--- config.mk ---
export PLATFORM = sky130hd
export DESIGN_NAME = bmpd_expand
export DESIGN_NICKNAME = d
export VERILOG_FILES = /design/src/bmpd_pkg.sv /design/src/bmpd_expand.sv
export SDC_FILE = /design/constraint.sdc
export NUM_CORES = 1
export LEC_CHECK = 0
export BUFFER_PORTS_ARGS = -buffer_cell sky130_fd_sc_hd__buf_4
export CORE_MARGIN = 2
export CORE_UTILIZATION = 53
export CTS_CLUSTER_SIZE = 10
export DETAILED_ROUTE_END_ITERATION = 8
export GPL_ROUTABILITY_DRIVEN = 0
export PLACE_DENSITY = 0.9
export SLEW_MARGIN = 20
export SYNTH_ARGS = -nofsm -noshare
export SYNTH_HDL_FRONTEND = slang
export SYNTH_SLANG_ARGS = --single-unit
--- constraint.sdc ---
create_clock -name clk -period 7.1 [get_ports clk]
set_input_delay 2.13 -clock clk [delete_from_list [all_inputs] [get_ports clk]]
set_output_delay 2.13 -clock clk [all_outputs]
set_load 0.1 [all_outputs]
--- src/bmpd_pkg.sv ---
// shared types and constants of the bmp stream pixel decoder
package bmpd_pkg;

	localparam int MAX_WIDTH  = 4096;
	localparam int MAX_HEIGHT = 4096;
	localparam int PAL_DEPTH  = 256;
	localparam int PAL_AW     = $clog2(PAL_DEPTH);
	localparam int LANES      = 8;

	localparam logic [1:0] KIND_PIX  = 2'd0;
	localparam logic [1:0] KIND_DONE = 2'd1;
	localparam logic [1:0] KIND_ERR  = 2'd2;

	localparam logic [2:0] ERR_MAGIC  = 3'd0;
	localparam logic [2:0] ERR_INFO   = 3'd1;
	localparam logic [2:0] ERR_PLANES = 3'd2;
	localparam logic [2:0] ERR_BPP    = 3'd3;
	localparam logic [2:0] ERR_COMP   = 3'd4;
	localparam logic [2:0] ERR_INDEX  = 3'd5;
	localparam logic [2:0] ERR_SIZE   = 3'd6;
	localparam logic [2:0] ERR_TRUNC  = 3'd7;

	typedef enum logic [3:0] {
		PH_HDR   = 4'b0001,
		PH_PAL   = 4'b0010,
		PH_PIX   = 4'b0100,
		PH_DRAIN = 4'b1000
	} bmpd_phase_t;

	// work for one accepted byte: pixels first, then an optional event
	typedef struct packed {
		logic [3:0]            npix;
		logic                  direct;
		logic [LANES-1:0][7:0] idx;
		logic [23:0]           rgb;
		logic [7:0]            alpha;
		logic [11:0]           col;
		logic [11:0]           row;
		logic                  has_ev;
		logic [1:0]            ev_kind;
		logic [2:0]            ev_code;
		logic                  has_alpha;
		logic                  top_down;
	} bmpd_job_t;

	typedef struct packed {
		logic              we;
		logic [PAL_AW-1:0] addr;
		logic [1:0]        lane;
		logic [7:0]        data;
	} bmpd_pal_wr_t;

	typedef struct packed {
		logic [1:0]  kind;
		logic        use_ram;
		logic [23:0] rgb;
		logic [7:0]  alpha;
		logic [11:0] col;
		logic [11:0] row;
		logic [2:0]  err;
		logic        has_alpha;
		logic        top_down;
		logic        last;
	} bmpd_res_t;

endpackage

--- src/bmpd_expand.sv ---
// job expander: palette lookup stage and output register
module bmpd_expand
	import bmpd_pkg::*;
(
	input  logic              clk,
	input  logic              arst_n,
	input  logic              job_valid,
	input  bmpd_job_t         job,
	output logic              job_ready,
	output logic              idle,
	output logic              rd_en,
	output logic [PAL_AW-1:0] rd_addr,
	input  logic [23:0]       rd_data,
	output logic              out_valid,
	input  logic              out_stall,
	output logic [1:0]        kind,
	output logic [7:0]        red,
	output logic [7:0]        green,
	output logic [7:0]        blue,
	output logic [7:0]        alpha,
	output logic              has_alpha,
	output logic [11:0]       column,
	output logic [11:0]       row,
	output logic              top_down,
	output logic [2:0]        error_code,
	output logic              last_of_item
);

	logic      job_v_q;
	bmpd_job_t job_q;
	logic [3:0] i_q;
	logic      s1_v_q;
	bmpd_res_t s1_q;
	bmpd_res_t s1_d;
	logic      s2_v_q;
	bmpd_res_t s2_q;
	bmpd_res_t s2_d;

	logic [3:0] total;
	logic       last_el;
	logic       is_pix;
	logic       s1_move;
	logic       s1_free;
	logic       issue;

	assign total     = job_q.npix + {3'd0, job_q.has_ev};
	assign last_el   = (i_q == total - 4'd1);
	assign is_pix    = (i_q < job_q.npix);
	assign s1_move   = s1_v_q && (!s2_v_q || !out_stall);
	assign s1_free   = !s1_v_q || s1_move;
	assign issue     = job_v_q && s1_free;
	assign job_ready = !job_v_q || (issue && last_el);
	assign idle      = !job_v_q && !s1_v_q;
	assign rd_en     = issue && is_pix && !job_q.direct;
	assign rd_addr   = job_q.idx[i_q[2:0]];

	always_comb begin
		s1_d      = '0;
		s1_d.last = last_el;
		if (is_pix) begin
			s1_d.kind      = KIND_PIX;
			s1_d.use_ram   = !job_q.direct;
			s1_d.rgb       = job_q.rgb;
			s1_d.alpha     = job_q.alpha;
			s1_d.col       = job_q.col + {8'd0, i_q};
			s1_d.row       = job_q.row;
			s1_d.has_alpha = job_q.has_alpha;
			s1_d.top_down  = job_q.top_down;
		end else begin
			s1_d.kind      = job_q.ev_kind;
			s1_d.err       = job_q.ev_code;
			s1_d.has_alpha = (job_q.ev_kind != KIND_ERR) && job_q.has_alpha;
			s1_d.top_down  = (job_q.ev_kind != KIND_ERR) && job_q.top_down;
		end
	end

	always_comb begin
		s2_d     = s1_q;
		s2_d.rgb = s1_q.use_ram ? rd_data : s1_q.rgb;
	end

	always_ff @(posedge clk or negedge arst_n) begin
		if (!arst_n) begin
			job_v_q <= 1'b0;
			i_q     <= 4'd0;
			s1_v_q  <= 1'b0;
			s2_v_q  <= 1'b0;
		end else begin
			if (job_valid && job_ready) begin
				job_v_q <= 1'b1;
				i_q     <= 4'd0;
			end else if (issue) begin
				if (last_el) begin
					job_v_q <= 1'b0;
				end else begin
					i_q <= i_q + 4'd1;
				end
			end
			if (issue) begin
				s1_v_q <= 1'b1;
			end else if (s1_move) begin
				s1_v_q <= 1'b0;
			end
			if (s1_move) begin
				s2_v_q <= 1'b1;
			end else if (!out_stall) begin
				s2_v_q <= 1'b0;
			end
		end
	end

	always_ff @(posedge clk) begin
		if (job_valid && job_ready) begin
			job_q <= job;
		end
		if (issue) begin
			s1_q <= s1_d;
		end
		if (s1_move) begin
			s2_q <= s2_d;
		end
	end

	assign out_valid    = s2_v_q;
	assign kind         = s2_q.kind;
	assign red          = s2_q.rgb[23:16];
	assign green        = s2_q.rgb[15:8];
	assign blue         = s2_q.rgb[7:0];
	assign alpha        = s2_q.alpha;
	assign has_alpha    = s2_q.has_alpha;
	assign column       = s2_q.col;
	assign row          = s2_q.row;
	assign top_down     = s2_q.top_down;
	assign error_code   = s2_q.err;
	assign last_of_item = s2_q.last;

`ifndef SYNTH
	a_index_in_job: assert property (@(posedge clk) disable iff (!arst_n)
		job_v_q |-> (i_q < total))
		else $error("element index past end of job");
	a_kind_legal: assert property (@(posedge clk) disable iff (!arst_n)
		s2_v_q |-> (kind == KIND_PIX || kind == KIND_DONE || kind == KIND_ERR))
		else $error("illegal result kind");
	a_event_no_lookup: assert property (@(posedge clk) disable iff (!arst_n)
		(s1_v_q && s1_q.kind != KIND_PIX) |-> !s1_q.use_ram)
		else $error("event result tied to palette read");
	a_job_nonempty: assert property (@(posedge clk) disable iff (!arst_n)
		(job_valid && job_ready) |=> (total != 4'd0))
		else $error("empty job loaded");
`endif

endmodule

==> results.json <==
{
  "outcome": "finished, final reports clean",
  "synth-seq-cells": 269,
  "start_util_pct": 53.52,
  "fin_crit_sh_pct": 77.73,
  "gr-usage-all-layers_pct": 18.95,
  "antenna_cells_inserted": 0,
  "placement.cell_area_sq_mm": 0.01196,
  "cp_data_required_time_ns": 4.97,
  "grt_start_max_net_pins": 65,
  "synth_unique_cells": 40,
  "insertion_delay_ns": 0.53,
  "cts-htree-levels": 1,
  "hold_path.startpoint": "s1_q[36]",
  "vias_in_the_first_global_route": 5424,
  "tightestPinTransition_ns": 0.9889,
  "hold_path.class": "flop to flop",
  "hold_buffers": 0,
  "clockRootBuffer": "clkbuf_16",
  "syn-cell-area_sq_mm": 0.009911,
  "io_buffers": 236,
  "synth-seq-area-share_pct": 81.15,
  "timing.critical_path.from_type": "input port",
  "finish.net_count": 927,
  "static-leakage-power_nw": 4.860,
  "min_delay_worst_endpoint": "alpha[6]",
  "max_freq_ghz": 0.1812,
  "total_nets_after_synthesis": 667,
  "synth_flop_cell": "edfxtp_1",
  "die-width_microns": 140.7,
  "first_iter_violations": 267,
  "dp_hpwl_mm": 13.23,
  "critical_path.slowest_cell": "o31ai_1",
  "cts_tree": "built",
  "fill_cells": 1148,
  "setup_violations": 0,
  "clock-sinks": 269,
  "post_synth_inst_count": 495,
  "fp.coreArea_sq_mm": 0.01852,
  "yosys_synthesis_warning_count": 0,
  "cts-buffers-inserted": 31,
  "via_per_inst": 5.212,
  "final_hold_viol_count": 0,
  "timing_max_transition_violations_final": 0,
  "design.die.area_sq_mm": 0.01981,
  "critPathMostFrequentCell": "buf_4",
  "drt.antenna.violating_nets": 0,
  "worstSetupPathType": "input port to output pin",
  "clkSlewWorstSetupHoldPaths_ns": 0.05,
  "grt_first_pass_wirelength_mm": 28.60,
  "final_period_minus_worst_setup_slack_ns": 5.519,
  "cts.repair_timing.setup_buffer_count": 0,
  "layout-area-overhead-vs-synth_pct": 28.77,
  "endpoint_kind": "output pin",
  "clock_tree.buffer_depth": 3,
  "clock_skew_ns": 0.01504,
  "die_height_microns": 140.7,
  "tns_ns": 0,
  "r2r_setup_slack_ns": 3.63,
  "regToRegEndpoint": "job_q[61]",
  "ff2ff_path_depth": 5,
  "final_layout_size_suffix_gt1_share_pct": 43.80,
  "drt_pre_antenna_iters": 4,
  "route.detailed.wl_per_inst_microns": 18.87,
  "power_density_mw_per_mm2": 421.0,
  "drcViolationCount": 0,
  "crit_arrival_ns": 3.39,
  "stdcell_area_sq_mm": 0.01276,
  "tightest_slew_margin_relative_to_the_limit_pct": 34.07,
  "syn_avg_cell_area_sq_um": 20.02,
  "final_wl_mm": 18.72,
  "detailroute.via_count": 5170,
  "hold_path_depth": 0,
  "post_synth_edffs": 262,
  "grt_antenna_before_repair": 0,
  "peakVddDrop_mv": 0.2857,
  "boundary_pins": 237,
  "path_cells": "buf_4 -> and3_1 -> o31ai_1 -> buf_4",
  "longest_individual_stage_delay_on_the_worst_path_ns": 0.52,
  "grt_overflow_total": 0,
  "worstPathMaxFanout": 4,
  "grt_setup_unrepaired": "false",
  "async_reset_ff_share_pct": 2.602,
  "placementRows": 50,
  "cts_resized": 0,
  "cap_viol_max_count": 0,
  "critical_path.reg2reg.startpoint": "i_q[1]"
}
==> per-layer routing <==
metal  routed length, microns  vias to the layer above  track usage [%]  part of all wire [%]
li1                         -                     2413                -                     -
met1                     6809                     2456            22.71                    36
met2                     9482                      268            33.97                    51
met3                     1972                       33            5.027                    11
met4                      455                        0            5.526                   2.4
met5                        0                        -                0                     0
==> logic make-up (layout without fill, tap and decap cells) <==
family,after synthesis,after routing,synth area share (%)
fa+ha+maj,11,11,1.464
buf+inv,29,292,1.250
flops,269,269,81.15
xor+xnor,9,9,0.9342
simple gates,96,96,5.606
compound gates,33,33,2.323
mux,48,48,7.272
==> cell usage in the layout, fill, tap and decap left out, types with 6 or more instances in the layout <==
cell type / synthesis / final
a21o_1: 6 / 6
a21oi_1: 10 / 10
and2_1: 52 / 51
buf_4: 0 / 242
clkbuf_16: 0 / 31
dfrtp_1: 7 / 7
edfxtp_1: 262 / 262
ha_1: 10 / 10
inv_1: 14 / 13
mux2_2: 32 / 32
mux4_2: 16 / 16
nand2_1: 8 / 8
nor2_1: 9 / 9
xnor2_1: 6 / 6
==> how the worst max path moves through the flow <==
stage                      to  cells after the start  slack, ns       from
finish              job_ready                      4       1.58  out_stall
global route        job_ready                      4       1.48  out_stall
CTS                 job_ready                      4       1.57  out_stall
detailed placement  job_ready                      4       1.61  out_stall
global placement    job_ready                      4       1.65  out_stall
floorplan            job_q[0]                      3      0.008  out_stall
==> registers in the layout, summed over array words and instances (netlist names) <==
signal,cells
top_down,1
job_v_q,1
green,8
s1_v_q,1
row,12
has_alpha,1
red,8
alpha,8
i_q,4
kind,2
out_valid,1
s1_q,65
column,12
error_code,3
blue,8
last_of_item,1
job_q,133
==> power breakdown <==
group / internal (mW) / total (mW) / leakage [nW] / switching [mW]
clock network: 0.766 / 1.29 / 0.391 / 0.525
logic: 0.517 / 1.81 / 1.90 / 1.29
registers: 2.14 / 2.28 / 2.56 / 0.134
==> Yosys cell counts, drive strengths merged (7+ instances only) <==
cell,count,area [sq um]
edfxtp,262,7868
and2,53,332.8
mux2,32,360.4
mux4,16,360.4
inv,14,52.55
a21oi,11,58.81
clkbuf,11,41.29
ha,10,125.1
nor2,10,40.04
nand2,8,30.03
dfrtp,7,175.2
==> layout make-up <==
type                       instances  area (sq um)  share of cell area [%]
clock buffer                      34         787.0                   6.167
clock inverter                     2         12.51                 0.09804
inverter                          14         52.55                  0.4118
multi-input combinational        197          1758                   13.77
sequential                       269          8043                   63.02
tap                              234         292.8                   2.294
timing repair buffer             242          1817                   14.24
==> critical path: cells and delay by family <==
kind,cells,cell delay [ns]
and+or+nand+nor,1,0.21
buffers and inverters,2,0.53
AOI/OAI and AO/OA,1,0.52
==> per-stage QoR <==
step                      total power [mW]  setup WS (ns)  util (%)  hold slack, ns  std cells
final                                5.373          1.581     68.92          0.4133        992
after global routing                 5.591          1.480     68.92          0.4202        992
after CTS                            5.425          1.568     68.92          0.4153        992
after detailed placement             4.120          1.607     64.60          0.4045        956
after global placement               4.069          1.649     64.60          0.4015        956
after floorplan                      3.705       0.007801         -          0.4003        495
No activity file was read; power rests on OpenSTA's default activity.
